### src/rtl/c8core_pkg.sv
`default_nettype none

package c8core_pkg;

	localparam int MEM_BYTES   = 4096;
	localparam int STACK_DEPTH = 16;
	localparam int MEM_AW      = $clog2(MEM_BYTES);
	localparam int SIDX_W      = $clog2(STACK_DEPTH);

	localparam logic [11:0] PROG_BASE  = 12'h200;
	localparam int          FONT_BASE  = 'h050;
	localparam int          FONT_BYTES = 80;

	localparam logic [15:0] RET_OPCODE = 16'h00EE;

	localparam logic [3:0] OP_SYS  = 4'h0;
	localparam logic [3:0] OP_JP   = 4'h1;
	localparam logic [3:0] OP_CALL = 4'h2;
	localparam logic [3:0] OP_SEI  = 4'h3;
	localparam logic [3:0] OP_SNEI = 4'h4;
	localparam logic [3:0] OP_SER  = 4'h5;
	localparam logic [3:0] OP_LDI  = 4'h6;
	localparam logic [3:0] OP_ADDI = 4'h7;
	localparam logic [3:0] OP_ALU  = 4'h8;
	localparam logic [3:0] OP_SNER = 4'h9;
	localparam logic [3:0] OP_LDIX = 4'hA;

	localparam logic [3:0] ALU_MOV = 4'h0;

	localparam logic [1:0] STAT_OK     = 2'd0;
	localparam logic [1:0] STAT_UNDER  = 2'd1;
	localparam logic [1:0] STAT_OVER   = 2'd2;
	localparam logic [1:0] STAT_NOEXEC = 2'd3;

	localparam logic [7:0] FONT [FONT_BYTES] = '{
		8'hF0, 8'h90, 8'h90, 8'h90, 8'hF0, 8'h20, 8'h60, 8'h20, 8'h20, 8'h70,
		8'hF0, 8'h10, 8'hF0, 8'h80, 8'hF0, 8'hF0, 8'h10, 8'hF0, 8'h10, 8'hF0,
		8'h90, 8'h90, 8'hF0, 8'h10, 8'h10, 8'hF0, 8'h80, 8'hF0, 8'h10, 8'hF0,
		8'hF0, 8'h80, 8'hF0, 8'h90, 8'hF0, 8'hF0, 8'h10, 8'h20, 8'h40, 8'h40,
		8'hF0, 8'h90, 8'hF0, 8'h90, 8'hF0, 8'hF0, 8'h90, 8'hF0, 8'h10, 8'hF0,
		8'hF0, 8'h90, 8'hF0, 8'h90, 8'h90, 8'hE0, 8'h90, 8'hE0, 8'h90, 8'hE0,
		8'hF0, 8'h80, 8'h80, 8'h80, 8'hF0, 8'hE0, 8'h90, 8'h90, 8'h90, 8'hE0,
		8'hF0, 8'h80, 8'hF0, 8'h80, 8'hF0, 8'hF0, 8'h80, 8'hF0, 8'h80, 8'h80
	};

	typedef enum logic [2:0] {
		S_CLEAR,
		S_IDLE,
		S_LOAD,
		S_DECODE,
		S_EXEC
	} state_t;

	typedef struct packed {
		logic              en;
		logic [MEM_AW-1:0] addr;
		logic [7:0]        data;
	} mem_wr_t;

	typedef struct packed {
		logic       en;
		logic [3:0] num;
		logic [7:0] val;
	} vreg_wr_t;

	typedef struct packed {
		logic              en;
		logic [SIDX_W-1:0] idx;
		logic [11:0]       pc;
	} stk_wr_t;

	// 12-bit address folded into the memory size, at most three folds
	function automatic logic [MEM_AW-1:0] mem_wrap(input logic [11:0] a);
		logic [12:0] v;
		v = {1'b0, a};
		for (int k = 0; k < 3; k++) begin
			if (v >= 13'(MEM_BYTES)) begin
				v = v - 13'(MEM_BYTES);
			end
		end
		return v[MEM_AW-1:0];
	endfunction

endpackage

`default_nettype wire

### src/rtl/c8core_stack.sv
`default_nettype none

module c8core_stack (
	input  wire logic                          clk,
	input  wire c8core_pkg::stk_wr_t           wr,
	input  wire logic                          rd_en,
	input  wire logic [c8core_pkg::SIDX_W-1:0] rd_idx,
	output logic      [11:0]                   rd_pc
);

	logic [11:0] mem [c8core_pkg::STACK_DEPTH];

	always_ff @(posedge clk) begin
		if (wr.en) begin
			mem[wr.idx] <= wr.pc;
		end
	end

	always_ff @(posedge clk) begin
		if (rd_en) begin
			rd_pc <= mem[rd_idx];
		end
	end

endmodule

`default_nettype wire
### config.mk
export PLATFORM = sky130hd
export DESIGN_NAME = c8core_stack
export DESIGN_NICKNAME = d
export VERILOG_FILES = /design/src/rtl/c8core_pkg.sv /design/src/rtl/c8core_stack.sv
export SDC_FILE = /design/constraint.sdc
export NUM_CORES = 1
export LEC_CHECK = 0
export CAP_MARGIN = 40
export CORE_MARGIN = 4
export CORE_UTILIZATION = 42
export CTS_CLUSTER_DIAMETER = 40
export DETAILED_ROUTE_END_ITERATION = 6
export DONT_BUFFER_PORTS = 1
export GPL_TIMING_DRIVEN = 0
export SYNTH_ARGS = -nofsm -noshare
export SYNTH_HDL_FRONTEND = slang
export SYNTH_SLANG_ARGS = --single-unit
export TNS_END_PERCENT = 20
### constraint.sdc
create_clock -name clk -period 3.38 [get_ports clk]
set_input_delay 0.338 -clock clk [delete_from_list [all_inputs] [get_ports clk]]
set_output_delay 0.338 -clock clk [all_outputs]
set_load 0.005 [all_outputs]
==> results.sh <==
export IMPL_stdcell_area_sq_um=9180
export IMPL_totalWireLength_mm=15.6
export IMPL_fmax_mhz=640
export IMPL_cts_tree="built"
export IMPL_antenna_left=0
export IMPL_finalNetCount=409
export IMPL_start_util=0.428
export IMPL_synth_most_common_cell="edfxtp_1"
export IMPL_finalCritPeriodShare=0.462
export IMPL_grt_pass1_vias=3805
export IMPL_crit_type="register to register"
export IMPL_final_util=0.509
export IMPL_finalSetupTns_ns=0
export IMPL_clk_latency_ns=0.50
export IMPL_cts_setup_buffers=0
export IMPL_synthArstFlopShare=0
export IMPL_hold_viol=0
export IMPL_setup_viol_count_final=0
export IMPL_worst_ep_required_time_ns=3.63
export IMPL_syn_inst=329
export IMPL_antenna_found_initial=0
export IMPL_ys_warnings_count=0
export IMPL_cp_start_kind="register"
export IMPL_gr_total_overflow=0
export IMPL_drv_cap=0
export IMPL_root_buffer="clkbuf_16"
export IMPL_ir_drop_v=0.000389
export IMPL_drv_slew=0
export IMPL_tightest_slew_ns=0.788
export IMPL_synthDistinctLibCells=17
export IMPL_vias_per_cell=5.57
export IMPL_drc=0
export IMPL_cts_buffer_depth=3
export IMPL_synth_edf_count=204
export IMPL_io_pins=35
export IMPL_ys_top_cells_by_count="edfxtp_1 (204), mux4_2 (33), a22oi_1 (24), mux4_1 (15)"
export IMPL_area_delta_synth_final_pct=18.9
export IMPL_port_buffers=0
export IMPL_leakage_nw=2.99
export IMPL_drive_above_1_share=0.256
export IMPL_track_usage=0.157
export IMPL_dpl_hpwl_mm=10.1
export IMPL_synth_top_area_cell="edfxtp_1"
export IMPL_numCtsBuffers=26
export IMPL_cts_sinks=204
export IMPL_worstHoldPathType="input pin to register"
export IMPL_die_h_microns=144
export IMPL_vias=3519
export IMPL_rows=49
export IMPL_crit_arrival_ns=1.81
export IMPL_die_w_microns=144
export IMPL_ys_flop_type="edfxtp_1"
export IMPL_ys_top_cells_by_area="edfxtp_1 (79%), mux4_2 (9.6%), mux4_1 (5.1%), a22oi_1 (2.3%), nand2_1 (0.63%)"
export IMPL_placed_cell_area_sq_um=8170
export IMPL_syn_area_sq_um=7720
export IMPL_die_area_sq_um=20600
export IMPL_fin_cells=632
export IMPL_drtPass1Iterations=4
export IMPL_drtIter0Drc=413
export IMPL_avgRoutedWirePerCell_microns=24.6
export IMPL_synth_seq_cells=204
export IMPL_cts_reportedPaths_clkPinSlew_ns=0.06
export IMPL_syn_nets=352
export IMPL_pre_cts_ws_ns=1.28
export IMPL_fin_skew_ns=0.0112
export IMPL_core_sq_um=18000
export IMPL_cts_htree_levels=1
export IMPL_rsz0062_at_grt="false"
export IMPL_syn_area_per_cell_sq_um=23.5
export IMPL_finalCriticalPeriod_ns=1.56
export IMPL_ys_seq_area_frac=0.794
export IMPL_place_congestion=0.709
export IMPL_synth_top_cell_area_share=0.794
export IMPL_slew_limit_headroom=0.475
export IMPL_grt_pass1_wl_mm=23.5
export IMPL_status="completed"
export IMPL_dp_cells=574
export IMPL_end_kind="register"
export IMPL_diodes=0
export IMPL_grt_max_degree=17
export IMPL_worst_path_max_fanout=1
export IMPL_finalWorstSetupSlack_ns=1.82
export IMPL_powerDensity_nw_per_um2=638
[through the flow]
stage	power [mW]	hold slack, ns
after floorplan	3.05	0.437
after CTS	5.92	0.0517
after detailed placement	3.12	0.438
after global placement	3.11	0.438
after global routing	6.06	0.0481
final	5.85	0.0695
[cells by family after synthesis]
| group | after synthesis | synth area share |
|---|---|---|
| flip-flops | 204 | 0.794 |
| multiplexers | 48 | 0.147 |
| AND/OR/NAND/NOR | 39 | 0.0230 |
| AO/OA/AOI/OAI | 24 | 0.0233 |
| buffers and inverters | 14 | 0.0128 |
[critical path, cell delays in order, from the launching register on]
cell and delay [ns]:
edfxtp_1 0.35, mux4_1 0.51, a22oi_1 0.34, nand2_1 0.10
[where the power goes]
part / switching [mW] / internal (mW)
clock network: 0.983 / 1.76
registers: 0.0157 / 2.85
logic: 0.141 / 0.101
total: 1.14 / 4.71
[worst paths after layout]
path	slack, ns	end	startpoint	cells past startpoint
max	1.82	rd_pc[3]	mem[1][3]	3
min	0.07	mem[4][7]	wr[12]	1
max reg2reg	1.82	rd_pc[3]	mem[1][3]	3
min reg2reg	0.75	rd_pc[8]	mem[15][8]	3
[cell usage in the layout, fill, tap and decap left out, drive strengths merged]
cell type / count
nand2b: 2
nand3: 1
nor2b: 2
clkinv: 8
and2: 1
clkinvlp: 3
nor2: 13
nor3: 4
nand3b: 2
dlygate4sd3: 13
or3b: 1
inv: 2
nand2: 13
clkbuf: 34
edfxtp: 204
mux4: 48
buf: 24
bufinv: 4
a22oi: 24
[per-layer routing]
metal / global-route usage / wire length, microns / vias to the layer above
li1: - / - / 1540
met1: 0.223 / 6600 / 1831
met2: 0.255 / 7610 / 119
met3: 0.0329 / 1080 / 29
met4: 0.0372 / 268 / 0
met5: 0 / 0 / -
[sequential cells by signal, summed over array words and instances (netlist names)]
signal  flops
mem       192
rd_pc      12
[layout make-up]
cell class              instances  area (sq um)
plain buffers                  14          98.8
clock buffers                  28           679
clock inverters                17           204
fillers                      1461          8850
multi-input cells             111          1520
flip-flops and latches        204          6130
well taps                     229           287
repair buffers                 29           269
[repair_timing]
action | 4_1_cts | 5_1_grt
hold buffers | 13 | 0
resized for setup | 0 | 0
endpoints found under the hold margin | 204 | 0
Power figures use the tool's default switching activity.
