$ cat src/rtl/c8core_pkg.sv
`default_nettype none

package c8core_pkg;

	localparam int MEM_BYTES   = 4096;
	localparam int STACK_DEPTH = 16;
	localparam int MEM_AW      = $clog2(MEM_BYTES);
	localparam int SIDX_W      = $clog2(STACK_DEPTH);

	localparam logic [11:0] PROG_BASE  = 12'h200;
	localparam int          FONT_BASE  = 'h050;
	localparam int          FONT_BYTES = 80;

	localparam logic [15:0] RET_OPCODE = 16'h00EE;

	localparam logic [3:0] OP_SYS  = 4'h0;
	localparam logic [3:0] OP_JP   = 4'h1;
	localparam logic [3:0] OP_CALL = 4'h2;
	localparam logic [3:0] OP_SEI  = 4'h3;
	localparam logic [3:0] OP_SNEI = 4'h4;
	localparam logic [3:0] OP_SER  = 4'h5;
	localparam logic [3:0] OP_LDI  = 4'h6;
	localparam logic [3:0] OP_ADDI = 4'h7;
	localparam logic [3:0] OP_ALU  = 4'h8;
	localparam logic [3:0] OP_SNER = 4'h9;
	localparam logic [3:0] OP_LDIX = 4'hA;

	localparam logic [3:0] ALU_MOV = 4'h0;

	localparam logic [1:0] STAT_OK     = 2'd0;
	localparam logic [1:0] STAT_UNDER  = 2'd1;
	localparam logic [1:0] STAT_OVER   = 2'd2;
	localparam logic [1:0] STAT_NOEXEC = 2'd3;

	localparam logic [7:0] FONT [FONT_BYTES] = '{
		8'hF0, 8'h90, 8'h90, 8'h90, 8'hF0, 8'h20, 8'h60, 8'h20, 8'h20, 8'h70,
		8'hF0, 8'h10, 8'hF0, 8'h80, 8'hF0, 8'hF0, 8'h10, 8'hF0, 8'h10, 8'hF0,
		8'h90, 8'h90, 8'hF0, 8'h10, 8'h10, 8'hF0, 8'h80, 8'hF0, 8'h10, 8'hF0,
		8'hF0, 8'h80, 8'hF0, 8'h90, 8'hF0, 8'hF0, 8'h10, 8'h20, 8'h40, 8'h40,
		8'hF0, 8'h90, 8'hF0, 8'h90, 8'hF0, 8'hF0, 8'h90, 8'hF0, 8'h10, 8'hF0,
		8'hF0, 8'h90, 8'hF0, 8'h90, 8'h90, 8'hE0, 8'h90, 8'hE0, 8'h90, 8'hE0,
		8'hF0, 8'h80, 8'h80, 8'h80, 8'hF0, 8'hE0, 8'h90, 8'h90, 8'h90, 8'hE0,
		8'hF0, 8'h80, 8'hF0, 8'h80, 8'hF0, 8'hF0, 8'h80, 8'hF0, 8'h80, 8'h80
	};

	typedef enum logic [2:0] {
		S_CLEAR,
		S_IDLE,
		S_LOAD,
		S_DECODE,
		S_EXEC
	} state_t;

	typedef struct packed {
		logic              en;
		logic [MEM_AW-1:0] addr;
		logic [7:0]        data;
	} mem_wr_t;

	typedef struct packed {
		logic       en;
		logic [3:0] num;
		logic [7:0] val;
	} vreg_wr_t;

	typedef struct packed {
		logic              en;
		logic [SIDX_W-1:0] idx;
		logic [11:0]       pc;
	} stk_wr_t;

	// 12-bit address folded into the memory size, at most three folds
	function automatic logic [MEM_AW-1:0] mem_wrap(input logic [11:0] a);
		logic [12:0] v;
		v = {1'b0, a};
		for (int k = 0; k < 3; k++) begin
			if (v >= 13'(MEM_BYTES)) begin
				v = v - 13'(MEM_BYTES);
			end
		end
		return v[MEM_AW-1:0];
	endfunction

endpackage

`default_nettype wire

$ cat src/rtl/c8core_vregs.sv
`default_nettype none

module c8core_vregs (
	input  wire logic                 clk,
	input  wire logic                 arst_n,
	input  wire c8core_pkg::vreg_wr_t wr,
	input  wire logic                 rd_en,
	input  wire logic [3:0]           rd_x,
	input  wire logic [3:0]           rd_y,
	output logic      [7:0]           vx,
	output logic      [7:0]           vy
);

	logic [7:0]  mem [16];
	logic [15:0] vld_q;
	logic [7:0]  vx_q;
	logic [7:0]  vy_q;
	logic        vx_vld_q;
	logic        vy_vld_q;

	always_ff @(posedge clk) begin
		if (wr.en) begin
			mem[wr.num] <= wr.val;
		end
	end

	always_ff @(posedge clk) begin
		if (rd_en) begin
			vx_q <= mem[rd_x];
			vy_q <= mem[rd_y];
		end
	end

	// entries never written read as zero
	always_ff @(posedge clk or negedge arst_n) begin
		if (!arst_n) begin
			vld_q    <= '0;
			vx_vld_q <= 1'b0;
			vy_vld_q <= 1'b0;
		end else begin
			if (wr.en) begin
				vld_q[wr.num] <= 1'b1;
			end
			if (rd_en) begin
				vx_vld_q <= vld_q[rd_x];
				vy_vld_q <= vld_q[rd_y];
			end
		end
	end

	assign vx = vx_vld_q ? vx_q : 8'd0;
	assign vy = vy_vld_q ? vy_q : 8'd0;

endmodule

`default_nettype wire

$ cat config.mk
export PLATFORM = sky130hd
export DESIGN_NAME = c8core_vregs
export DESIGN_NICKNAME = d
export VERILOG_FILES = /design/src/rtl/c8core_pkg.sv /design/src/rtl/c8core_vregs.sv
export SDC_FILE = /design/constraint.sdc
export NUM_CORES = 1
export LEC_CHECK = 0
export BUFFER_PORTS_ARGS = -buffer_cell sky130_fd_sc_hd__buf_2
export CAP_MARGIN = 30
export CELL_PAD_IN_SITES_DETAIL_PLACEMENT = 0
export CELL_PAD_IN_SITES_GLOBAL_PLACEMENT = 1
export CORE_ASPECT_RATIO = 0.9
export CORE_UTILIZATION = 54
export DETAILED_ROUTE_END_ITERATION = 10
export MAX_ROUTING_LAYER = met4
export PLACE_DENSITY = 0.8
export SLEW_MARGIN = 15
export SYNTH_ARGS = -nofsm -noshare
export SYNTH_HDL_FRONTEND = slang
export SYNTH_SLANG_ARGS = --single-unit
$ cat constraint.sdc
create_clock -name clk -period 2.5 [get_ports clk]
set_clock_uncertainty 0.15 [all_clocks]
set_input_delay 0.5 -clock clk [delete_from_list [all_inputs] [get_ports clk]]
set_output_delay 0.5 -clock clk [all_outputs]
set_load 0.01 [all_outputs]
==> results of run 1 <==
## area by class of cell
cell class	count	area, µm²
repair buffers	66	475
clock inverters	15	165
well taps	168	210
multi-input cells	151	2560
flip-flops and latches	162	4770
clock buffers	17	425
fillers	866	4850
## kinds of logic (layout without fill, tap and decap cells)
group         count (synthesis)  in the layout  synth area share (%)
mux                          96             96                  30.0
flops                       162            162                  63.7
simple gates                 55             55                  4.14
buf+inv                      20             98                  2.19
## flip-flops by register name, summed over array words and instances, names as in the netlist
register	cells
vx_vld_q	1
vld_q	16
vx_q	8
mem	128
vy_vld_q	1
vy_q	8
## where the power goes
part	internal (µW)	leakage, µW	switching [µW]
Clock	1560	0.000282	1020
Combinational	345	0.00122	283
Sequential	3080	0.00150	85.2
## path summary, 6_finish.rpt
kind | slack (ns) | depth (start not counted) | endpoint | start
min | 0.30 | 1 | mem[7][7] | wr[7]
max | 0.53 | 4 | vy_q[6] | rd_y[0]
max in group asynchronous | 1.49 | 2 | vld_q[11] | arst_n
min in group asynchronous | 0.40 | 2 | vx_vld_q | arst_n
min reg2reg | 0.33 | 1 | vld_q[5] | vld_q[5]
max reg2reg | 0.63 | 2 | vx_q[7] | mem[4][7]
## worst reg2reg max path, cell delays in order (launching register included)
cell,delay (ns)
edfxtp_1,0.39
mux4_4,0.60
mux4_2,0.47
## per-stage QoR
stage / utilization, % / setup slack [ns] / cells / hold WS, ns / instance area [µm²]
final: 64.0 / 0.525 / 579 / 0.301 / 8610
after global placement: 59.5 / 0.140 / 546 / 0.309 / 8010
after CTS: 64.0 / 0.532 / 579 / 0.288 / 8610
after detailed placement: 59.5 / 0.0897 / 546 / 0.315 / 8010
after floorplan: - / 0.250 / 333 / 0.0544 / 7500
after global routing: 64.0 / 0.497 / 579 / 0.293 / 8610
## synthesized netlist by cell type
library cell | number | area share, %
nor2_1 | 12 | 0.60
or2_2 | 16 | 1.3
buf_2 | 4 | 0.27
edfxtp_1 | 144 | 58
mux2_2 | 2 | 0.30
buf_1 | 4 | 0.20
nand2b_1 | 2 | 0.17
mux2i_1 | 6 | 0.80
nor3_1 | 4 | 0.27
mux4_1 | 49 | 17
or3b_2 | 1 | 0.12
buf_6 | 8 | 1.2
mux4_4 | 1 | 0.33
clkbuf_1 | 1 | 0.050
and2_1 | 16 | 1.3
dfrtp_1 | 18 | 6.0
nand3b_1 | 2 | 0.20
mux4_2 | 38 | 11
buf_12 | 1 | 0.27
nand2_1 | 1 | 0.050
nand3_1 | 1 | 0.067
buf_4 | 2 | 0.20
## routing by layer
layer	global-route usage (%)	vias to the layer above
met4	10.8	0
met2	37.6	224
met1	34.6	1957
met3	7.65	40
met5	-	-
li1	-	1610
## timing repair
item / CTS / global route
buffers inserted: 0 / 0
hold buffers: 1 / 0
hold endpoints to repair: 18 / 0
==> impl_metrics.yaml, run 1 <==
timing:
  tns_ns: 0
  slew_headroom_pct: 66.2
  finalSetupViolCount: 0
  finalCriticalPeriod_ns: 1.97
  fin_crit_sh_pct: 79.0
  drv_slew: 0
  tightestPinTransition_ns: 0.506
  rsz0062_at_grt: "false"
  fmax_mhz: 506
  final_hold_viol_count: 0
global_routing:
  grt-ovfl-total: 0
  first_global_vias: 3935
  grt_antenna_before_repair: 0
  grt_pass1_wl_um: 24400
  grt_start_max_net_pins: 36
  grt_usage_pct: 25.9
setup_path:
  path_class: "primary input to flop"
  worst-path-buf-inv: 2
  worstPathRequired_ns: 2.51
  crit_arrival_ns: 1.98
  end_kind: "flop"
  crit_path_top_delay_cell: "mux4_1"
  crit_path_max_incr_delay_ns: 0.62
  cp_max_fo: 12
  worstSetupStartpointType: "primary input"
  cp_cell_sequence: "buf_2 > buf_4 > mux4_1 > mux4_2"
  cp_top_family: "multiplexers"
floorplan:
  core_um2: 13500
  initial_core_util_pct: 55.7
  placementRows: 40
  die_x_um: 126
  die_area_um2: 14400
  io_pins: 40
  die_h_um: 114
clocking:
  tritoncts: "done"
  cts_resized: 0
  cts_buffer_depth: 2
  cts-root-buf: "clkbuf_16"
  numCtsBuffers: 17
  worstSkewPairLatency_ns: 0.42
  htreeDepth: 4
  cts_num_sinks: 162
  clk_pin_slew_ns: 0.06
yosys:
  synth_nets: 357
  yosysSeqAreaShare_pct: 63.7
  yosys_warnings: 0
  avgSynthCellArea_um2: 22.5
  ys_ff_latch: 162
  netlist_area_um2: 7500
  synth_cell_types: 22
  syn_inst: 333
pwr:
  pwr_density_cell_nw_per_um2: 740
  totalPowerFinal_uw: 6370
  p_leak_uw: 0.00300
  irDropWorstVdd_uv: 579
finish:
  diodes: 0
  drive_gt1_share_pct: 37.0
  final_common_cell: "edfxtp_1"
  layout_common_cells: "edfxtp_1, mux4_1, buf_2"
  area_growth_pct: 14.8
  layout.nets: 422
job:
  drv_cap: 0
worst_hold_path:
  hold_path_class: "primary input to flop"
detailed_routing:
  wl_met2_um: 7850
  top_layer: "met4"
  wl_met3_um: 1810
  avgRoutedWirePerCell_um: 28.2
  routed_wl_um: 16300
  vias: 3831
  via_per_inst: 6.62
  remaining_drc_errors: 0
  first_pass_iters: 4
  antenna_left: 0
  drt-met1-wl_um: 6130
  drt_iter0_drc: 399
place:
  place_hpwl_um: 10500
  io_buffers: 39
  gp_congestion: 0.787
run_status:
  status: "finished, final reports clean"
(Power assumes the default switching activity.)
==> inputs of run 2 (changes only) <==
- clock period: 2.5 -> 1.9 ns (I/O delays scaled with it)
==> impl_metrics.yaml, run 2 (synthesized netlist as in run 1, its figures left out) <==
finish:
  area_growth_pct: 15.8
  postLayoutCoreUtil_pct: 64.5
  largest_reg_flops: 128
  final_common_cell: "edfxtp_1"
  drive_gt1_share_pct: 47.0
  layout.nets: 432
  top_register: "mem"
  top_regs: "mem (128), vld_q (16)"
  layout_common_cells: "edfxtp_1, mux4_2, buf_2"
pwr:
  pwr_density_cell_nw_per_um2: 1040
  p_leak_uw: 0.00296
  irDropWorstVdd_uv: 744
global_routing:
  first_global_vias: 3996
  grt_antenna_before_repair: 0
  grt_pass1_wl_um: 24900
  grt-ovfl-total: 0
  grt_usage_pct: 26.1
  grt_start_max_net_pins: 22
clocking:
  cts_num_sinks: 162
  cts-root-buf: "clkbuf_16"
  worstSkewPairLatency_ns: 0.43
  post-cts-setup-buffer-count: 0
  cts_buffer_depth: 2
  htreeDepth: 4
  clk_pin_slew_ns: 0.06
  numCtsBuffers: 17
  tritoncts: "done"
timing:
  worst_slack_ns: 0.0263
  fin_crit_sh_pct: 98.6
  finalSetupViolCount: 0
  drv_slew: 0
  rsz0062_at_grt: "true"
  final_hold_viol_count: 0
  fmax_mhz: 534
  slew_headroom_pct: 65.0
  tightestPinTransition_ns: 0.525
  finalCriticalPeriod_ns: 1.87
detailed_routing:
  avgRoutedWirePerCell_um: 28.1
  routed_wl_um: 16500
  vias: 3797
  drt_iter0_drc: 385
  remaining_drc_errors: 0
  antenna_left: 0
  first_pass_iters: 5
  via_per_inst: 6.46
place:
  place_hpwl_um: 10600
  gp_congestion: 0.828
  detailedPlace.worstSlack_ns: -0.410
  io_buffers: 39
setup_path:
  worstPathRequired_ns: 1.90
  critPathLaunch: "rd_y[0]"
  worstSetupStartpointType: "primary input"
  r2r_cells: 2
  end_kind: "flop"
  path_class: "primary input to flop"
  crit_arrival_ns: 1.88
  rrSetupSlack_ns: 0.04
  r2r-start: "mem[7][7]"
  cp_max_fo: 11
  r2r_end: "vx_q[7]"
worst_hold_path:
  hold_path_class: "primary input to flop"
  hold_path.startpoint: "wr[1]"
  holdPathEnd: "mem[5][1]"
  holdPathStages: 1
floorplan:
  die_area_um2: 14400
  initial_core_util_pct: 55.7
  io_pins: 40
  die_x_um: 126
  core_um2: 13500
  die_h_um: 114
  placementRows: 40
run_status:
  status: "finished, final reports clean"
job:
  drv_cap: 0
## run 2: cell types whose count changed in the layout (fill, tap and decap cells not counted), moves of 2 or more
| cell | previous run | this run |
|---|---|---|
| mux4_1 | 49 | 13 |
| buf_12 | 6 | 8 |
| bufinv_16 | 3 | 8 |
| clkinv_2 | 3 | 1 |
| clkinvlp_4 | 3 | 1 |
| mux4_2 | 38 | 74 |
| buf_4 | 20 | 28 |
| clkinv_4 | 2 | 0 |
## run 2: how the worst max path moves through the flow
stage / cells past startpoint / end
after global routing: 2 / vx_q[7]
final: 4 / vy_q[1]
after CTS: 4 / vy_q[1]
after floorplan: 4 / vy_q[6]
after global placement: 4 / vy_q[7]
after detailed placement: 4 / vy_q[7]
## run 2: area by class of cell
type,instances,area (µm²)
Tap cell,168,210
Timing Repair Buffer,76,576
Sequential cell,162,4770
Clock inverter,13,264
Antenna cell,1,2.50
Multi-Input combinational cell,151,2430
Clock buffer,17,425
Fill cell,869,4780
## run 2: worst max-delay path, stage by stage
cell	delay (ns)
buf_2	0.23
buf_12	0.19
mux4_2	0.55
mux4_2	0.52
## run 2: where the power goes
group / switching (µW) / internal [µW] / total (µW) / leakage [µW]
combinational: 387 / 478 / 865 / 0.00113
clock: 1290 / 2690 / 3990 / 0.000331
sequential: 108 / 4060 / 4160 / 0.00150
## run 2: repair_timing
item | 4_1_cts | 5_1_grt
hold buffers | 1 | 0
hold endpoints to repair | 18 | 0
setup endpoints to repair | 0 | 1
gates resized for setup | 0 | 0
## run 2: per-layer routing
metal  global-route usage [%]  up-vias  routed length (µm)
met5                        -        -                   0
met4                     12.3        0                 403
met3                     6.14       36                1400
met2                     39.5      203                8110
met1                     34.0     1972                6580
li1                         -     1586                   -
## run 2: through the flow
stage / area (µm²) / TNS (ns) / hold slack [ns] / total power (µW) / instances
finish: 8680 / 0 / 0.185 / 9020 / 588
global route: 8680 / -0.0162 / 0.186 / 9280 / 587
CTS: 8680 / 0 / 0.170 / 9070 / 587
detailed placement: 7980 / -6.14 / 0.183 / 5100 / 556
global placement: 7980 / -5.97 / 0.178 / 5070 / 556
floorplan: 7440 / -1.43 / -0.0656 / 4780 / 333
==> inputs of run 3 (changes only) <==
- CORE_UTILIZATION: 54 -> 42
- PLACE_DENSITY: 0.8 -> 0.65
==> impl_metrics.yaml, run 3 (synthesized netlist as in run 1, its figures left out) <==
pwr:
  irDropWorstVdd_uv: 562
  seq_power_share_pct: 49.9
  combPwrFrac_pct: 10.6
  pwr_density_cell_nw_per_um2: 955
  sw_frac_of_total_pct: 22.6
  clkPwrFrac_pct: 39.5
  p_sw_uw: 1890
  p_int_uw: 6460
  p_leak_uw: 0.00291
detailed_routing:
  vias: 3724
  drt-met1-wl_um: 6940
  via_per_inst: 5.67
  top_layer: "met4"
  avgRoutedWirePerCell_um: 25.8
  remaining_drc_errors: 0
  routed_wl_um: 16900
  first_pass_iters: 4
  drt_iter0_drc: 308
  wl_met2_um: 8070
  wl_met3_um: 1590
  antenna_left: 0
setup_path:
  cp_max_fo: 2
  cp_top_family: "multiplexers"
  crit_path_top_delay_cell: "mux4_4"
  path_class: "flop to flop"
  end_kind: "flop"
  crit_path_max_incr_delay_ns: 0.61
  cp_cell_sequence: "mux4_4 > mux4_2"
  worstPathRequired_ns: 1.91
  worst-path-buf-inv: 0
  worstSetupStartpointType: "flop"
  crit_arrival_ns: 1.89
finish:
  finalInstanceArea_um2: 8740
  postLayoutCoreUtil_pct: 50.9
  top_register: "mem"
  final_common_cell: "edfxtp_1"
  area_growth_pct: 16.5
  layout_common_cells: "edfxtp_1, mux4_2, buf_2"
  n_fill_cell: 1352
  top_regs: "mem (128), vld_q (16)"
  largest_reg_flops: 128
  stdcell_count: 657
  layout.nets: 431
  drive_gt1_share_pct: 47.1
global_routing:
  grt_start_max_net_pins: 22
  grt_antenna_before_repair: 2
  grt-ovfl-total: 0
  grt_pass1_wl_um: 26000
  first_global_vias: 4108
  grt_usage_pct: 21.5
place:
  io_buffers: 39
  place_hpwl_um: 11300
  place_inst: 622
  gp_congestion: 0.819
  post_dp_cell_area_um2: 8160
floorplan:
  die_area_um2: 18400
  initial_core_util_pct: 43.7
  io_pins: 40
  die_x_um: 143
  placementRows: 45
  die_h_um: 129
  core_um2: 17200
clocking:
  htreeDepth: 4
  post-cts-setup-buffer-count: 0
  worstSkewPairLatency_ns: 0.42
  clk_pin_slew_ns: 0.06
  numCtsBuffers: 17
  tritoncts: "done"
  cts_buffer_depth: 2
  cts_num_sinks: 162
  cts-root-buf: "clkbuf_16"
timing:
  drv_slew: 0
  fmax_mhz: 533
  slew_headroom_pct: 70.1
  fin_crit_sh_pct: 98.7
  finalCriticalPeriod_ns: 1.88
  hold_ws_ns: 0.182
  rsz0062_at_grt: "true"
  tightestPinTransition_ns: 0.448
  final_hold_viol_count: 0
  finalSetupViolCount: 0
worst_hold_path:
  hold_path_class: "primary input to flop"
job:
  drv_cap: 0
run_status:
  status: "finished, final reports clean"
run 3: what timing repair did:
action	CTS	global route
endpoints found under the hold margin	18	0
hold buffers	1	0
endpoints found under the setup margin	0	2
resized for setup	0	1
run 3: metrics by stage:
| step | worst slack [ns] | total power (µW) | TNS (ns) |
|---|---|---|---|
| 2_1_floorplan | -0.137 | 4780 | -1.43 |
| 3_5_place_dp | -0.354 | 5140 | -5.74 |
| 4_1_cts | 0.0181 | 8430 | 0 |
| 3_3_place_gp | -0.353 | 5110 | -5.67 |
| 5_1_grt | -0.0199 | 8640 | -0.0199 |
| 6_report | 0.0238 | 8350 | 0 |
run 3: worst paths after layout:
check                           from         to  slack [ns]  cells after the start
setup / recovery           mem[6][7]    vx_q[7]        0.02                      2
hold / removal                 wr[7]  mem[7][7]        0.18                      1
setup reg to reg           mem[6][7]    vx_q[7]        0.02                      2
hold reg to reg             vld_q[0]   vld_q[0]        0.34                      1
max in group asynchronous     arst_n   vx_vld_q        0.99                      2
min in group asynchronous     arst_n   vy_vld_q        0.28                      2
run 3: per-layer routing:
layer  vias up  global-route usage, %
met5         -                      -
met4         0                   8.48
met3        21                   4.95
met2       151                   32.5
met1      1961                   28.3
li1       1591                      -
run 3: power groups by stage:
stage	logic (µW)	registers, µW	clock network, µW
after global routing	957	4190	3490
after CTS	900	4170	3360
after global placement	880	4230	0
after floorplan	596	4180	0
after detailed placement	896	4240	0
final	885	4160	3300
run 3: cell type report:
| type | count | area [µm²] | area share (%) |
|---|---|---|---|
| diodes | 2 | 5.00 | 0.0573 |
| multi-input cells | 151 | 2430 | 27.8 |
| repair buffers | 75 | 668 | 7.64 |
| flip-flops and latches | 162 | 4780 | 54.6 |
| well taps | 235 | 294 | 3.36 |
| clock buffers | 17 | 425 | 4.87 |
| clock inverters | 15 | 141 | 1.62 |
run 3: worst reg2reg max path, stage by stage (launching register included):
cell	delay [ns]
edfxtp_1	0.39
mux4_4	0.61
mux4_2	0.46
